===== config.mk =====
export PLATFORM = sky130hd
export DESIGN_NAME = simpson_complex_overlap_integral_flat
export DESIGN_NICKNAME = d
export VERILOG_FILES = /design/src/sv/scoi_pkg.sv /design/src/sv/scoi_if.sv /design/src/sv/scoi_ctrl.sv /design/src/sv/scoi_dp.sv /design/src/sv/simpson_complex_overlap_integral.sv /design/src/flat_wrapper.sv
export SDC_FILE = /design/constraint.sdc
export NUM_CORES = 2
export LEC_CHECK = 0
export BUFFER_PORTS_ARGS = -buffer_cell sky130_fd_sc_hd__buf_4
export CAP_MARGIN = 20
export CORE_MARGIN = 3
export CORE_UTILIZATION = 35
export CTS_BUF_LIST = sky130_fd_sc_hd__clkbuf_4 sky130_fd_sc_hd__clkbuf_8
export CTS_CLUSTER_DIAMETER = 40
export CTS_CLUSTER_SIZE = 28
export DETAILED_ROUTE_END_ITERATION = 12
export PLACE_DENSITY = 0.49
export SYNTH_ARGS = -nofsm -noshare
export SYNTH_HDL_FRONTEND = slang
export SYNTH_HIERARCHICAL = 1
export SYNTH_SLANG_ARGS = --single-unit

===== constraint.sdc =====
create_clock -name i_clk -period 12.2 [get_ports i_clk]
set_input_delay 1.22 -clock i_clk [delete_from_list [all_inputs] [get_ports i_clk]]
set_output_delay 1.22 -clock i_clk [all_outputs]
set_load 0.005 [all_outputs]

===== src/sv/scoi_pkg.sv =====
// Shared widths, sequencer state codes and control structs for the overlap integral block.
`timescale 1ns / 1ps

package scoi_pkg;

    localparam int DATA_W    = 24;
    localparam int SUM_W     = 48;
    localparam int STEP_W    = 20;
    localparam int MUL_W     = 32;
    localparam int PROD_W    = 2 * MUL_W;
    localparam int M_W       = STEP_W + 2;
    localparam int PMAG_W    = 2 * DATA_W;
    localparam int P_W       = PMAG_W + 1;
    localparam int TERM_W    = SUM_W + 2;
    localparam int ACC_EXT_W = SUM_W + 3;

    // Simpson weight as a left shift of step_third
    localparam int WSH_ODD  = 2;
    localparam int WSH_EVEN = 1;

    // weighting: term = round(t * m / 2^B_SHIFT) built from two 32-bit halves of t
    localparam int B_SHIFT     = 20;
    localparam int A_SHIFT     = MUL_W - B_SHIFT;
    localparam int A_CLAMP_BIT = SUM_W + 1 - A_SHIFT;

    typedef enum logic [17:0] {
        S_IDLE = 18'h00001,
        S_PW0  = 18'h00002,
        S_PW1  = 18'h00004,
        S_PW2  = 18'h00008,
        S_PW3  = 18'h00010,
        S_PSUM = 18'h00020,
        S_QRND = 18'h00040,
        S_TRL  = 18'h00080,
        S_TRH  = 18'h00100,
        S_TIL  = 18'h00200,
        S_TIH  = 18'h00400,
        S_WRA  = 18'h00800,
        S_WRB  = 18'h01000,
        S_WIA  = 18'h02000,
        S_WIB  = 18'h04000,
        S_WFIN = 18'h08000,
        S_ACCI = 18'h10000,
        S_DONE = 18'h20000
    } t_state;

    typedef struct packed {
        t_state step;
        logic   load;
        logic   odd;
        logic   emit;
    } t_dp_cmd;

    typedef struct packed {
        logic last;
    } t_dp_stat;

endpackage


===== src/sv/scoi_if.sv =====
// Request channel interfaces: grid point input, integral output and configuration write.
`timescale 1ns / 1ps

interface scoi_in_if import scoi_pkg::*; ();
    logic                     valid;
    logic                     ready;
    logic signed [DATA_W-1:0] wave_re;
    logic signed [DATA_W-1:0] wave_im;
    logic signed [DATA_W-1:0] form_re;
    logic signed [DATA_W-1:0] form_im;
    logic signed [DATA_W-1:0] bound_wave;
    logic                     last_point;

    modport source (output valid, wave_re, wave_im, form_re, form_im, bound_wave, last_point,
                    input ready);
    modport sink   (input valid, wave_re, wave_im, form_re, form_im, bound_wave, last_point,
                    output ready);
endinterface

interface scoi_out_if import scoi_pkg::*; ();
    logic                    valid;
    logic                    ready;
    logic signed [SUM_W-1:0] sum_re;
    logic signed [SUM_W-1:0] sum_im;
    logic                    overflow;

    modport source (output valid, sum_re, sum_im, overflow, input ready);
    modport sink   (input valid, sum_re, sum_im, overflow, output ready);
endinterface

interface scoi_cfg_if import scoi_pkg::*; ();
    logic              valid;
    logic              ready;
    logic [STEP_W-1:0] step_third;

    modport source (output valid, step_third, input ready);
    modport sink   (input valid, step_third, output ready);
endinterface


===== src/sv/scoi_ctrl.sv =====
// Sequencer for the overlap integral: steps one grid point through the shared multiplier.
`timescale 1ns / 1ps

module scoi_ctrl import scoi_pkg::*; (
    input  logic     i_clk,
    input  logic     i_rst_n,
    input  logic     i_in_valid,
    output logic     o_in_ready,
    output logic     o_out_valid,
    input  logic     i_out_ready,
    input  t_dp_stat i_stat,
    output t_dp_cmd  o_cmd
);

    t_state r_state, n_state;
    logic   r_odd, n_odd;
    logic   r_out_valid, n_out_valid;
    logic   accept;
    logic   emit;

    assign o_in_ready  = (r_state == S_IDLE);
    assign accept      = i_in_valid && o_in_ready;
    assign emit        = (r_state == S_DONE) && i_stat.last && (!r_out_valid || i_out_ready);
    assign o_out_valid = r_out_valid;

    always_comb begin
        n_state = r_state;
        case (r_state)
            S_IDLE: begin
                if (accept) begin
                    n_state = S_PW0;
                end
            end
            S_PW0:  n_state = S_PW1;
            S_PW1:  n_state = S_PW2;
            S_PW2:  n_state = S_PW3;
            S_PW3:  n_state = S_PSUM;
            S_PSUM: n_state = S_QRND;
            S_QRND: n_state = S_TRL;
            S_TRL:  n_state = S_TRH;
            S_TRH:  n_state = S_TIL;
            S_TIL:  n_state = S_TIH;
            S_TIH:  n_state = S_WRA;
            S_WRA:  n_state = S_WRB;
            S_WRB:  n_state = S_WIA;
            S_WIA:  n_state = S_WIB;
            S_WIB:  n_state = S_WFIN;
            S_WFIN: n_state = S_ACCI;
            S_ACCI: n_state = S_DONE;
            S_DONE: begin
                if (!i_stat.last || emit) begin
                    n_state = S_IDLE;
                end
            end
            default: n_state = S_IDLE;
        endcase
    end

    always_comb begin
        n_odd = r_odd;
        if (r_state == S_DONE) begin
            if (!i_stat.last) begin
                n_odd = !r_odd;
            end else if (emit) begin
                n_odd = 1'b1;
            end
        end
    end

    always_comb begin
        n_out_valid = r_out_valid;
        if (emit) begin
            n_out_valid = 1'b1;
        end else if (i_out_ready) begin
            n_out_valid = 1'b0;
        end
    end

    always_ff @(posedge i_clk) begin
        if (!i_rst_n) begin
            r_state     <= S_IDLE;
            r_odd       <= 1'b1;
            r_out_valid <= 1'b0;
        end else begin
            r_state     <= n_state;
            r_odd       <= n_odd;
            r_out_valid <= n_out_valid;
        end
    end

    always_comb begin
        o_cmd.step = r_state;
        o_cmd.load = accept;
        o_cmd.odd  = r_odd;
        o_cmd.emit = emit;
    end

endmodule


===== src/sv/scoi_dp.sv =====
// Datapath: shared 32x32 multiplier, complex product, rounding, Simpson weighting, accumulators.
`timescale 1ns / 1ps

module scoi_dp import scoi_pkg::*; #(
    parameter int SAMPLE_FRAC_BITS = 16
) (
    input  logic                     i_clk,
    input  logic                     i_rst_n,
    input  t_dp_cmd                  i_cmd,
    output t_dp_stat                 o_stat,
    input  logic                     i_cfg_valid,
    input  logic [STEP_W-1:0]        i_step_third,
    input  logic signed [DATA_W-1:0] i_wave_re,
    input  logic signed [DATA_W-1:0] i_wave_im,
    input  logic signed [DATA_W-1:0] i_form_re,
    input  logic signed [DATA_W-1:0] i_form_im,
    input  logic signed [DATA_W-1:0] i_bound_wave,
    input  logic                     i_last_point,
    output logic signed [SUM_W-1:0]  o_sum_re,
    output logic signed [SUM_W-1:0]  o_sum_im,
    output logic                     o_overflow
);

    localparam int QMAG_W = PMAG_W - SAMPLE_FRAC_BITS;
    localparam int TMAG_W = QMAG_W + DATA_W - 1;
    localparam logic [TERM_W-1:0] TERM_CLAMP = TERM_W'(1) << SUM_W;

    typedef struct packed {
        logic [SUM_W-1:0] val;
        logic             sat;
    } t_sat_res;

    function automatic logic [DATA_W-1:0] mag(input logic [DATA_W-1:0] x);
        return x[DATA_W-1] ? -x : x;
    endfunction

    // round half away from zero of p / 2^F, magnitude only
    function automatic logic [QMAG_W-1:0] round_q(input logic [P_W-1:0] p);
        logic [P_W-1:0]    pabs;
        logic [PMAG_W-1:0] psum;
        pabs = p[P_W-1] ? -p : p;
        psum = pabs[PMAG_W-1:0] + (PMAG_W'(1) << (SAMPLE_FRAC_BITS - 1));
        return QMAG_W'(psum >> SAMPLE_FRAC_BITS);
    endfunction

    // a: upper half of |t| times m, b: lower half of |t| times m
    function automatic logic [TERM_W-1:0] weigh(input logic [PROD_W-1:0] a,
                                                input logic [PROD_W-1:0] b,
                                                input logic neg);
        logic [PROD_W-1:0] bround;
        logic [TERM_W-1:0] res;
        logic [TERM_W-1:0] tmag;
        bround = b + (PROD_W'(1) << (B_SHIFT - 1));
        res    = TERM_W'({a[A_CLAMP_BIT-1:0], {A_SHIFT{1'b0}}}) + TERM_W'(bround >> B_SHIFT);
        if ((|a[PROD_W-1:A_CLAMP_BIT]) || (res > TERM_CLAMP)) begin
            tmag = TERM_CLAMP;
        end else begin
            tmag = res;
        end
        return neg ? -tmag : tmag;
    endfunction

    function automatic t_sat_res sat_add(input logic [SUM_W-1:0] acc,
                                         input logic [TERM_W-1:0] term);
        logic [ACC_EXT_W-1:0] s;
        logic [3:0]           hi;
        t_sat_res             r;
        s  = {{(ACC_EXT_W - SUM_W){acc[SUM_W-1]}}, acc} + {term[TERM_W-1], term};
        hi = s[ACC_EXT_W-1:SUM_W-1];
        r.sat = (hi != 4'b0000) && (hi != 4'b1111);
        if (!r.sat) begin
            r.val = s[SUM_W-1:0];
        end else if (s[ACC_EXT_W-1]) begin
            r.val = {1'b1, {(SUM_W - 1){1'b0}}};
        end else begin
            r.val = {1'b0, {(SUM_W - 1){1'b1}}};
        end
        return r;
    endfunction

    logic [STEP_W-1:0] r_step;
    logic [DATA_W-1:0] r_wr, r_wi, r_fr, r_fi, r_bw;
    logic              r_last;
    logic [M_W-1:0]    r_m;
    logic [PROD_W-1:0] r_prod;
    logic              r_pneg;
    logic [P_W-1:0]    r_p_re, r_p_im;
    logic [QMAG_W-1:0] r_qmag_re, r_qmag_im;
    logic              r_tneg_re, r_tneg_im;
    logic [TMAG_W-1:0] r_tmag_re, r_tmag_im;
    logic [PROD_W-1:0] r_a;
    logic [TERM_W-1:0] r_term_re, r_term_im;
    logic [SUM_W-1:0]  r_acc_re, r_acc_im;
    logic              r_sat;
    logic [SUM_W-1:0]  r_sum_re, r_sum_im;
    logic              r_ovf;

    logic [MUL_W-1:0]  mul_a, mul_b;
    logic              mul_neg;
    logic [PROD_W-1:0] q_re_ext, q_im_ext, t_re_ext, t_im_ext;
    logic [MUL_W-1:0]  bw_ext, m_ext;
    logic [P_W-1:0]    prod_p, pterm;
    logic [TMAG_W-1:0] prod_lo, prod_hi;
    logic [1:0]        wsh;
    t_sat_res          add_re, add_im;

    assign q_re_ext = PROD_W'(r_qmag_re);
    assign q_im_ext = PROD_W'(r_qmag_im);
    assign t_re_ext = PROD_W'(r_tmag_re);
    assign t_im_ext = PROD_W'(r_tmag_im);
    assign bw_ext   = MUL_W'(mag(r_bw));
    assign m_ext    = MUL_W'(r_m);
    assign prod_p   = r_prod[P_W-1:0];
    assign pterm    = r_pneg ? -prod_p : prod_p;
    assign prod_lo  = TMAG_W'(r_prod);
    assign prod_hi  = TMAG_W'({r_prod[MUL_W-1:0], {MUL_W{1'b0}}});
    assign add_re   = sat_add(r_acc_re, r_term_re);
    assign add_im   = sat_add(r_acc_im, r_term_im);
    assign wsh      = i_last_point ? 2'd0 : (i_cmd.odd ? 2'(WSH_ODD) : 2'(WSH_EVEN));

    always_comb begin
        mul_a   = '0;
        mul_b   = '0;
        mul_neg = 1'b0;
        case (i_cmd.step)
            S_PW0: begin
                mul_a   = MUL_W'(mag(r_wr));
                mul_b   = MUL_W'(mag(r_fr));
                mul_neg = r_wr[DATA_W-1] ^ r_fr[DATA_W-1];
            end
            S_PW1: begin
                mul_a   = MUL_W'(mag(r_wi));
                mul_b   = MUL_W'(mag(r_fi));
                mul_neg = r_wi[DATA_W-1] ^ r_fi[DATA_W-1];
            end
            S_PW2: begin
                mul_a   = MUL_W'(mag(r_wr));
                mul_b   = MUL_W'(mag(r_fi));
                mul_neg = r_wr[DATA_W-1] ^ r_fi[DATA_W-1];
            end
            S_PW3: begin
                mul_a   = MUL_W'(mag(r_wi));
                mul_b   = MUL_W'(mag(r_fr));
                mul_neg = r_wi[DATA_W-1] ^ r_fr[DATA_W-1];
            end
            S_TRL: begin
                mul_a = q_re_ext[MUL_W-1:0];
                mul_b = bw_ext;
            end
            S_TRH: begin
                mul_a = q_re_ext[PROD_W-1:MUL_W];
                mul_b = bw_ext;
            end
            S_TIL: begin
                mul_a = q_im_ext[MUL_W-1:0];
                mul_b = bw_ext;
            end
            S_TIH: begin
                mul_a = q_im_ext[PROD_W-1:MUL_W];
                mul_b = bw_ext;
            end
            S_WRA: begin
                mul_a = t_re_ext[PROD_W-1:MUL_W];
                mul_b = m_ext;
            end
            S_WRB: begin
                mul_a = t_re_ext[MUL_W-1:0];
                mul_b = m_ext;
            end
            S_WIA: begin
                mul_a = t_im_ext[PROD_W-1:MUL_W];
                mul_b = m_ext;
            end
            S_WIB: begin
                mul_a = t_im_ext[MUL_W-1:0];
                mul_b = m_ext;
            end
            default: begin
                mul_a   = '0;
                mul_b   = '0;
                mul_neg = 1'b0;
            end
        endcase
    end

    always_ff @(posedge i_clk) begin
        r_prod <= mul_a * mul_b;
        r_pneg <= mul_neg;

        if (i_cmd.load) begin
            r_wr   <= i_wave_re;
            r_wi   <= i_wave_im;
            r_fr   <= i_form_re;
            r_fi   <= i_form_im;
            r_bw   <= i_bound_wave;
            r_last <= i_last_point;
            r_m    <= M_W'(r_step) << wsh;
        end

        case (i_cmd.step)
            S_PW1:  r_p_re <= pterm;
            S_PW2:  r_p_re <= r_p_re - pterm;
            S_PW3:  r_p_im <= pterm;
            S_PSUM: r_p_im <= r_p_im + pterm;
            S_QRND: begin
                r_qmag_re <= round_q(r_p_re);
                r_qmag_im <= round_q(r_p_im);
                r_tneg_re <= r_p_re[P_W-1] ^ r_bw[DATA_W-1];
                r_tneg_im <= r_p_im[P_W-1] ^ r_bw[DATA_W-1];
            end
            S_TRH:  r_tmag_re <= prod_lo;
            S_TIL:  r_tmag_re <= r_tmag_re + prod_hi;
            S_TIH:  r_tmag_im <= prod_lo;
            S_WRA:  r_tmag_im <= r_tmag_im + prod_hi;
            S_WRB:  r_a       <= r_prod;
            S_WIA:  r_term_re <= weigh(r_a, r_prod, r_tneg_re);
            S_WIB:  r_a       <= r_prod;
            S_WFIN: r_term_im <= weigh(r_a, r_prod, r_tneg_im);
            default: begin
            end
        endcase

        if (i_cmd.emit) begin
            r_sum_re <= r_acc_re;
            r_sum_im <= r_acc_im;
            r_ovf    <= r_sat;
        end
    end

    always_ff @(posedge i_clk) begin
        if (!i_rst_n) begin
            r_step   <= '0;
            r_acc_re <= '0;
            r_acc_im <= '0;
            r_sat    <= 1'b0;
        end else begin
            if (i_cfg_valid) begin
                r_step <= i_step_third;
            end
            if (i_cmd.emit) begin
                r_acc_re <= '0;
                r_acc_im <= '0;
                r_sat    <= 1'b0;
            end else if (i_cmd.step == S_WIB) begin
                r_acc_re <= add_re.val;
                r_sat    <= r_sat | add_re.sat;
            end else if (i_cmd.step == S_ACCI) begin
                r_acc_im <= add_im.val;
                r_sat    <= r_sat | add_im.sat;
            end
        end
    end

    assign o_stat.last = r_last;
    assign o_sum_re    = r_sum_re;
    assign o_sum_im    = r_sum_im;
    assign o_overflow  = r_ovf;

endmodule


===== src/sv/simpson_complex_overlap_integral.sv =====
// A result becomes valid in the output register once the last grid point has run through
// the 16-step sequence through the single shared 32x32 multiplier and the finish state,
// which waits while an earlier result is untaken. A point is accepted only when idle.
// A finished integral waits in the output register while the next point runs.
// Reset (synchronous, active low) clears the accumulators, overflow flag,
// step_third and output valid, and sets the odd-point phase.
`timescale 1ns / 1ps

module simpson_complex_overlap_integral import scoi_pkg::*; #(
    parameter int SAMPLE_FRAC_BITS = 16
) (
    input  logic       i_clk,
    input  logic       i_rst_n,
    scoi_cfg_if.sink   i_cfg,
    scoi_in_if.sink    i_in,
    scoi_out_if.source o_out
);

    t_dp_cmd  w_cmd;
    t_dp_stat w_stat;
    logic     w_in_ready;
    logic     w_out_valid;

    assign i_cfg.ready = 1'b1;
    assign i_in.ready  = w_in_ready;
    assign o_out.valid = w_out_valid;

    scoi_ctrl u_ctrl (
        .i_clk       (i_clk),
        .i_rst_n     (i_rst_n),
        .i_in_valid  (i_in.valid),
        .o_in_ready  (w_in_ready),
        .o_out_valid (w_out_valid),
        .i_out_ready (o_out.ready),
        .i_stat      (w_stat),
        .o_cmd       (w_cmd)
    );

    scoi_dp #(
        .SAMPLE_FRAC_BITS (SAMPLE_FRAC_BITS)
    ) u_dp (
        .i_clk        (i_clk),
        .i_rst_n      (i_rst_n),
        .i_cmd        (w_cmd),
        .o_stat       (w_stat),
        .i_cfg_valid  (i_cfg.valid),
        .i_step_third (i_cfg.step_third),
        .i_wave_re    (i_in.wave_re),
        .i_wave_im    (i_in.wave_im),
        .i_form_re    (i_in.form_re),
        .i_form_im    (i_in.form_im),
        .i_bound_wave (i_in.bound_wave),
        .i_last_point (i_in.last_point),
        .o_sum_re     (o_out.sum_re),
        .o_sum_im     (o_out.sum_im),
        .o_overflow   (o_out.overflow)
    );

endmodule


===== src/flat_wrapper.sv =====
// flat-port wrapper written by rule: the top's interface ports become plain ports
module simpson_complex_overlap_integral_flat import scoi_pkg::*;
#(
    parameter int SAMPLE_FRAC_BITS = 16
)
  (i_clk, i_rst_n, i_cfg_valid, i_cfg_step_third, i_cfg_ready, i_in_valid, i_in_wave_re, i_in_wave_im, i_in_form_re, i_in_form_im, i_in_bound_wave, i_in_last_point, i_in_ready, o_out_valid, o_out_sum_re, o_out_sum_im, o_out_overflow, o_out_ready);
  scoi_cfg_if i_cfg_i ();
  scoi_in_if i_in_i ();
  scoi_out_if o_out_i ();
  input  logic i_clk;
  input  logic i_rst_n;
  input wire logic [$bits(i_cfg_i.valid)-1:0] i_cfg_valid;
  input wire logic [$bits(i_cfg_i.step_third)-1:0] i_cfg_step_third;
  output wire logic [$bits(i_cfg_i.ready)-1:0] i_cfg_ready;
  input wire logic [$bits(i_in_i.valid)-1:0] i_in_valid;
  input wire logic [$bits(i_in_i.wave_re)-1:0] i_in_wave_re;
  input wire logic [$bits(i_in_i.wave_im)-1:0] i_in_wave_im;
  input wire logic [$bits(i_in_i.form_re)-1:0] i_in_form_re;
  input wire logic [$bits(i_in_i.form_im)-1:0] i_in_form_im;
  input wire logic [$bits(i_in_i.bound_wave)-1:0] i_in_bound_wave;
  input wire logic [$bits(i_in_i.last_point)-1:0] i_in_last_point;
  output wire logic [$bits(i_in_i.ready)-1:0] i_in_ready;
  output wire logic [$bits(o_out_i.valid)-1:0] o_out_valid;
  output wire logic [$bits(o_out_i.sum_re)-1:0] o_out_sum_re;
  output wire logic [$bits(o_out_i.sum_im)-1:0] o_out_sum_im;
  output wire logic [$bits(o_out_i.overflow)-1:0] o_out_overflow;
  input wire logic [$bits(o_out_i.ready)-1:0] o_out_ready;
  assign i_cfg_i.valid = i_cfg_valid;
  assign i_cfg_i.step_third = i_cfg_step_third;
  assign i_cfg_ready = i_cfg_i.ready;
  assign i_in_i.valid = i_in_valid;
  assign i_in_i.wave_re = i_in_wave_re;
  assign i_in_i.wave_im = i_in_wave_im;
  assign i_in_i.form_re = i_in_form_re;
  assign i_in_i.form_im = i_in_form_im;
  assign i_in_i.bound_wave = i_in_bound_wave;
  assign i_in_i.last_point = i_in_last_point;
  assign i_in_ready = i_in_i.ready;
  assign o_out_valid = o_out_i.valid;
  assign o_out_sum_re = o_out_i.sum_re;
  assign o_out_sum_im = o_out_i.sum_im;
  assign o_out_overflow = o_out_i.overflow;
  assign o_out_i.ready = o_out_ready;
  simpson_complex_overlap_integral #(.SAMPLE_FRAC_BITS(SAMPLE_FRAC_BITS)) u_core (.i_clk(i_clk), .i_rst_n(i_rst_n), .i_cfg(i_cfg_i), .i_in(i_in_i), .o_out(o_out_i));
endmodule

# Yosys cells after proc, flatten, opt, wreduce, memory -nomap -nowiden

Index checks and enable logic that the tools add are counted.

Bits of input ports: 146
Output and inout bits: 100
Logic and storage cells: 152
Register bits: 880

Muxes and demuxes: 35
Multipliers: 1
Order comparisons: 1
Add/subtract/negate cells: 20
Shift operators: 1
Eq/ne operators: 23
Bitwise gates (word level): 10
Reductions and logical operators: 31

Operators by type and width:

| cell                                                  | count |
|---|---|
| one-hot mux 18 bit (18 select lines)                  | 1 |
| two-way mux 48 bit                                    | 6 |
| one-hot mux 32 bit (8 select lines)                   | 1 |
| two-way mux 50 bit                                    | 5 |
| one-hot mux 55 bit (2 select lines)                   | 2 |
| one-hot mux 49 bit (2 select lines)                   | 2 |
| two-way mux 24 bit                                    | 5 |
| negation 24 bit                                       | 5 |
| adder 55 bit                                          | 2 |
| adder 48 x 50 -> 51 bit                               | 2 |
| negation 50 bit                                       | 2 |
| adder 48 x 16 -> 48 bit (second input constant)       | 2 |
| negation 48 bit                                       | 2 |
| one-hot mux 24 bit (4 select lines)                   | 1 |
| adder 64 x 20 -> 64 bit (second input constant)       | 1 |
| multiplier 32 x 32 -> 64 bit                          | 1 |
| adder 49 x 44 -> 50 bit                               | 1 |
| > comparator 50 x 49 -> 1 bit (second input constant) | 1 |
| adder 49 bit                                          | 1 |
| two-way mux 49 bit                                    | 1 |
| negation 49 bit                                       | 1 |
| subtractor 49 bit                                     | 1 |
| two-way mux 18 bit                                    | 2 |
| OR reduction 27 bit                                   | 1 |
| other kinds (36)                                      | 73 |

# Longest topological paths before layout

Depth after elaboration: 8
Mapped depth: 41
Mapped depth without buffers: 40

# By module

The synthesis kept the hierarchy.

By module, submodules not included:

| module                           | area each (µm²) | cells an instance | times used | sequential area each (µm²) |
|---|---|---|---|---|
| scoi_dp                          | 77870.9         | 8389              | 1          | 23752.8 |
| scoi_ctrl                        | 1089.8          | 126               | 1          | 400.4 |
| simpson_complex_overlap_integral | 11.3            | 2                 | 1          | 0.0 |

# Worst setup path before layout

Ideal clock, no wire load.

Kind: register to register
Start point: register u_core.u_ctrl.r_state[8]
End point: register u_core.u_dp.r_prod[56]
Data required time: 12.073 ns
Period minus slack after synthesis: 11.414 ns
Path buffers: 3
Arrival: 11.288 ns
Setup slack: 0.786 ns
Stages on the path, launching flop included: 40
Library setup time: 0.127 ns
Cell sequence: dfxtp_1 -> or3_1 -> or3_1 -> nor2_1 -> nand2_1 -> nor2_1 -> nand2_1 -> nor3b_1 -> clkbuf_1 -> clkbuf_1 -> a222oi_1 -> o2111ai_1 -> clkbuf_1 -> nand2_1 -> fa_1 -> inv_1 -> fa_1 -> inv_1 -> (+4 left out) -> fa_1 -> inv_1 -> fa_1 -> inv_1 -> ha_1 -> a211o_1 -> a21oi_1 -> nand3b_1 -> o211ai_1 -> a21oi_1 -> nor3_1 -> nor3b_1 -> o31ai_1 -> a21bo_2 -> a21bo_2 -> a21oi_1 -> o21ai_0 -> xor2_1

Cells in the longest elaborated chain, start to end: 4
Elaborated cells on any way between the ends: 21
Those cells by class: mul (1); eq/ne (12); mux (2); reduce/logical (6)

Ends and longest elaborated chain:

| what                                                                                              | RTL line        | text |
|---|---|---|
| start, declared                                                                                   | scoi_ctrl.sv:15 | `t_state r_state, n_state;` |
| start signal, assigned                                                                            | scoi_ctrl.sv:85 | `r_state <= n_state;` |
| equality test 18 x 15 -> 1 bit, or another cell as far along                                      | scoi_dp.sv:125  | `case (i_cmd.step)` |
| OR reduction 4 bit (no source line) / OR reduction 2 bit (equally long branches)                  | --              |  |
| one-hot mux 24 bit (4 select lines) / one-hot mux 32 bit (8 select lines) (equally long branches) | scoi_dp.sv:125  |  |
| multiplier 32 x 32 -> 64 bit *                                                                    | scoi_dp.sv:187  | `r_prod <= mul_a * mul_b;` |
| end signal, assigned                                                                              | scoi_dp.sv:187  |  |
| end, declared                                                                                     | scoi_dp.sv:85   | `logic [PROD_W-1:0] r_prod;` |

Every way passes the cells marked *; elsewhere a longest branch is shown, timed or not.
A chain may end at the register's enable or synchronous reset.

# Final worst setup path

Start point: register u_core.u_ctrl.r_state[8]
End point: register u_core.u_dp.r_prod[54]

Same word-level chain as after synthesis.

==> results.toml <==
[sta]
skew_ns = 0.0960
setup_slack_ns = 0.993
final_hold_viol_count = 0
worst_slew_pin_slew_ns = 1.13
period_share_pct = 91.9
setup_viol_count_final = 0
timing.fmax_mhz = 89.2
slew_violations = 0
min_period_ns = 11.21
grt_setup_unrepaired = "no"
tns_ns = 0
maxSlewHeadroom_pct = 24.2

[logic_synthesis]
synth_seq_cells = 870
synth_cells = 8517
yosys.area.top_type = "edfxtp_1"
yosysSeqAreaShare_pct = 30.6
synth_top_area_share_pct = 25.6
syn-num-nets = 9802
async_reset_ff_share_pct = 0
yosys_warnings = 6
ys.flop_type = "edfxtp_1"
synth_edf_count = 673
synth_area_mm2 = 0.0790
ys_top_cells_by_area = "edfxtp_1 26%, fa_1 17%, ha_1 7.5%"
ys_types = 116
yosysMostFrequentCell = "nand2_1"
synth_common_cells = "1,050 x nand2_1, 950 x inv_1, 673 x edfxtp_1, 667 x fa_1, 664 x nor2_1"
syn_avg_cell_area_um2 = 9.27

[critical_path]
crit_path_end = "u_core/u_dp/r_prod[54]$_DFF_P_"
cp_data_required_time_ns = 13.00
cp_slowest_cell = "or3_1"
cp-start-kind = "flop"
end_kind = "flop"
rr_startpoint = "u_core/u_ctrl/r_state[8]$_SDFFE_PN0P_"
cp_slowest_stage_delay_ns = 0.60
critPathMaxFanout = 15
r2r_slack_ns = 0.99
critPathKind = "flop to flop"
critPathLaunch = "u_core/u_ctrl/r_state[8]$_SDFFE_PN0P_"
r2r_end = "u_core/u_dp/r_prod[54]$_DFF_P_"
cp.arrival_ns = 12.01
reg2reg_depth = 36
path_common_cell = "fa_1"

[drt]
drc = 0
wl_per_cell_um = 22.6
postRouteAntennaNets = 0
wl_um = 267000
viasPerCell = 5.34
drtIter0Drc = 5249
first_pass_iters = 8
vias = 63200

[power]
p_leak_nw = 37.6
p_clk_share_pct = 43.3
seqPwrFrac_pct = 45.4
p_switching_w = 0.00218
power_density_mw_per_mm2 = 83.6
p_comb_share_pct = 11.3
internal_power_w = 0.00520
vdd_drop_max_uv = 106
p_sw_share_pct = 29.6

[hold_path]
hold_class = "primary input to flop"

[floorplan]
row_count = 173
start_util_pct = 35.4
coreArea_mm2 = 0.223
die_h_um = 481
ioPinCount = 246
die_area_mm2 = 0.231
chipWidth_um = 481

[clock_network]
postCtsSetupBuffers = 0
cts-buffers-inserted = 169
path_clk_slew_ns = 0.09
cts_tree = "built"
postCtsHoldBufs = 0
clock_sinks = 870
cts-root-buf = "clkbuf_8"
htreeDepth = 4
cts_buffer_depth = 3
clk_latency_ns = 0.97
cts_resized = 0

[placement]
place_congestion = 0.933
dp_hpwl_um = 209000
place_ws_ns = 0.948
portBuffers = 244

[finish]
drive_gt1_share_pct = 9.87
fillers = 22300
nets = 9997
area_delta_synth_final_pct = 11.8

[outcome]
status = "complete, no violations"

[run]
maxCapViolations = 0

[global_route]
grt_pass1_vias = 63200
grt_usage_pct = 22.8
antenna_found_initial = 14
grt_max_degree = 71
grt-ovfl-total = 0
grt_pass1_wl_um = 401000
-- cell usage in the layout (no fill, tap or decap), types with 67 or more instances in the layout --
cell type,count
o21ai_0,363
a21oi_1,505
a21o_1,152
nor2b_1,93
nand3_1,124
clkbuf_8,172
and2_1,140
nor2_1,658
nand2_1,1048
fa_1,667
nand4_1,69
buf_4,412
nor3_1,110
xor2_1,275
xnor2_1,369
dfxtp_1,196
o31ai_1,67
inv_1,949
edfxtp_1,673
nand2b_1,88
and3_1,73
ha_1,472
-- per-layer routing --
metal / global-route usage [%] / share of wire, % / up-vias
met5: 0 / 0 / -
met4: 6.94 / 3.0 / 0
met3: 3.54 / 5.8 / 361
met2: 36.8 / 46 / 1884
met1: 31.4 / 45 / 31300
li1: - / - / 29600
-- worst max-delay path, delay by kind of cell, from the launching register on --
family / cells / cell delay [ns]
xor gates and xnor gates: 1 / 0.13
buffers and inverters: 6 / 0.61
and+or+nand+nor: 12 / 3.07
DFF: 1 / 0.41
AOI/OAI and AO/OA: 9 / 2.99
adders and majority gates: 8 / 3.90
-- cells by family (layout without fill, tap and decap cells) --
| kind of cell | after synthesis | in the layout | synth area share (%) |
|---|---|---|---|
| compound gates | 1756 | 1756 | 14.5 |
| xor+xnor | 646 | 646 | 7.19 |
| fa+ha+maj | 1140 | 1140 | 24.4 |
| buf+inv | 1342 | 1680 | 6.49 |
| flops | 870 | 870 | 30.6 |
| mux | 60 | 60 | 0.768 |
| other cells | 1 | 5 | 0.00475 |
| simple gates | 2702 | 2702 | 16.1 |
-- stage by stage --
step / total power [W] / area (µm²) / cells / utilization [%] / hold WS [ns]
CTS: 0.00748 / 88300 / 11800 / 39.5 / 0.277
floorplan: 0.00390 / 79000 / 8517 / - / 0.403
finish: 0.00738 / 88300 / 11800 / 39.5 / 0.414
global placement: 0.00423 / 84600 / 11500 / 37.9 / 0.454
global route: 0.00771 / 88300 / 11800 / 39.5 / 0.318
detailed placement: 0.00424 / 84600 / 11500 / 37.9 / 0.450
-- power by group through the flow --
stage	registers [W]	clock network, W	logic (W)
floorplan	0.00336	0	0.000542
global placement	0.00341	0	0.000824
detailed placement	0.00341	0	0.000826
CTS	0.00335	0.00330	0.000831
global route	0.00335	0.00344	0.000911
finish	0.00335	0.00320	0.000835
-- cell type report --
| class | count | area (µm²) | share of cell area, % |
|---|---|---|---|
| Tap cell | 2975 | 3720 | 4.21 |
| Sequential cell | 870 | 24200 | 27.3 |
| Antenna cell | 4 | 10.0 | 0.0113 |
| Inverter | 953 | 3580 | 4.05 |
| Timing Repair Buffer | 413 | 3100 | 3.51 |
| Multi-Input combinational cell | 6305 | 50000 | 56.6 |
| Clock buffer | 184 | 2460 | 2.78 |
| Clock inverter | 130 | 1290 | 1.47 |
-- flip-flops by register name (all words and copies together) (netlist names), 32 cells and up --
signal / flops
u_core/u_dp/r_acc_re: 48
u_core/u_dp/o_sum_im: 48
u_core/u_dp/r_term_im: 50
u_core/u_dp/r_tmag_im: 55
u_core/u_dp/r_tmag_re: 55
u_core/u_dp/r_prod: 59
u_core/u_dp/o_sum_re: 48
u_core/u_dp/r_qmag_im: 32
u_core/u_dp/r_term_re: 50
u_core/u_dp/r_p_re: 49
u_core/u_dp/r_p_im: 49
u_core/u_dp/r_acc_im: 48
u_core/u_dp/r_qmag_re: 32
u_core/u_dp/r_a: 59
-- how the worst min path moves through the flow --
stage / start / end / depth (start not counted)
6_report: i_in_form_im[4] / u_core/u_dp/r_fi[4]$_DFFE_PP_ / 1
5_1_grt: i_in_form_im[4] / u_core/u_dp/r_fi[4]$_DFFE_PP_ / 1
2_1_floorplan: u_core/u_dp/r_prod[23]$_DFF_P_ / u_core/u_dp/r_a[23]$_DFFE_PP_ / 0
3_5_place_dp: u_core/u_dp/r_acc_re[42]$_SDFFE_PP0N_ / u_core/u_dp/o_sum_re[42]$_DFFE_PP_ / 0
4_1_cts: i_in_form_im[4] / u_core/u_dp/r_fi[4]$_DFFE_PP_ / 1
3_3_place_gp: u_core/u_dp/r_acc_re[42]$_SDFFE_PP0N_ / u_core/u_dp/o_sum_re[42]$_DFFE_PP_ / 0
Power figures use the tool's default switching activity.
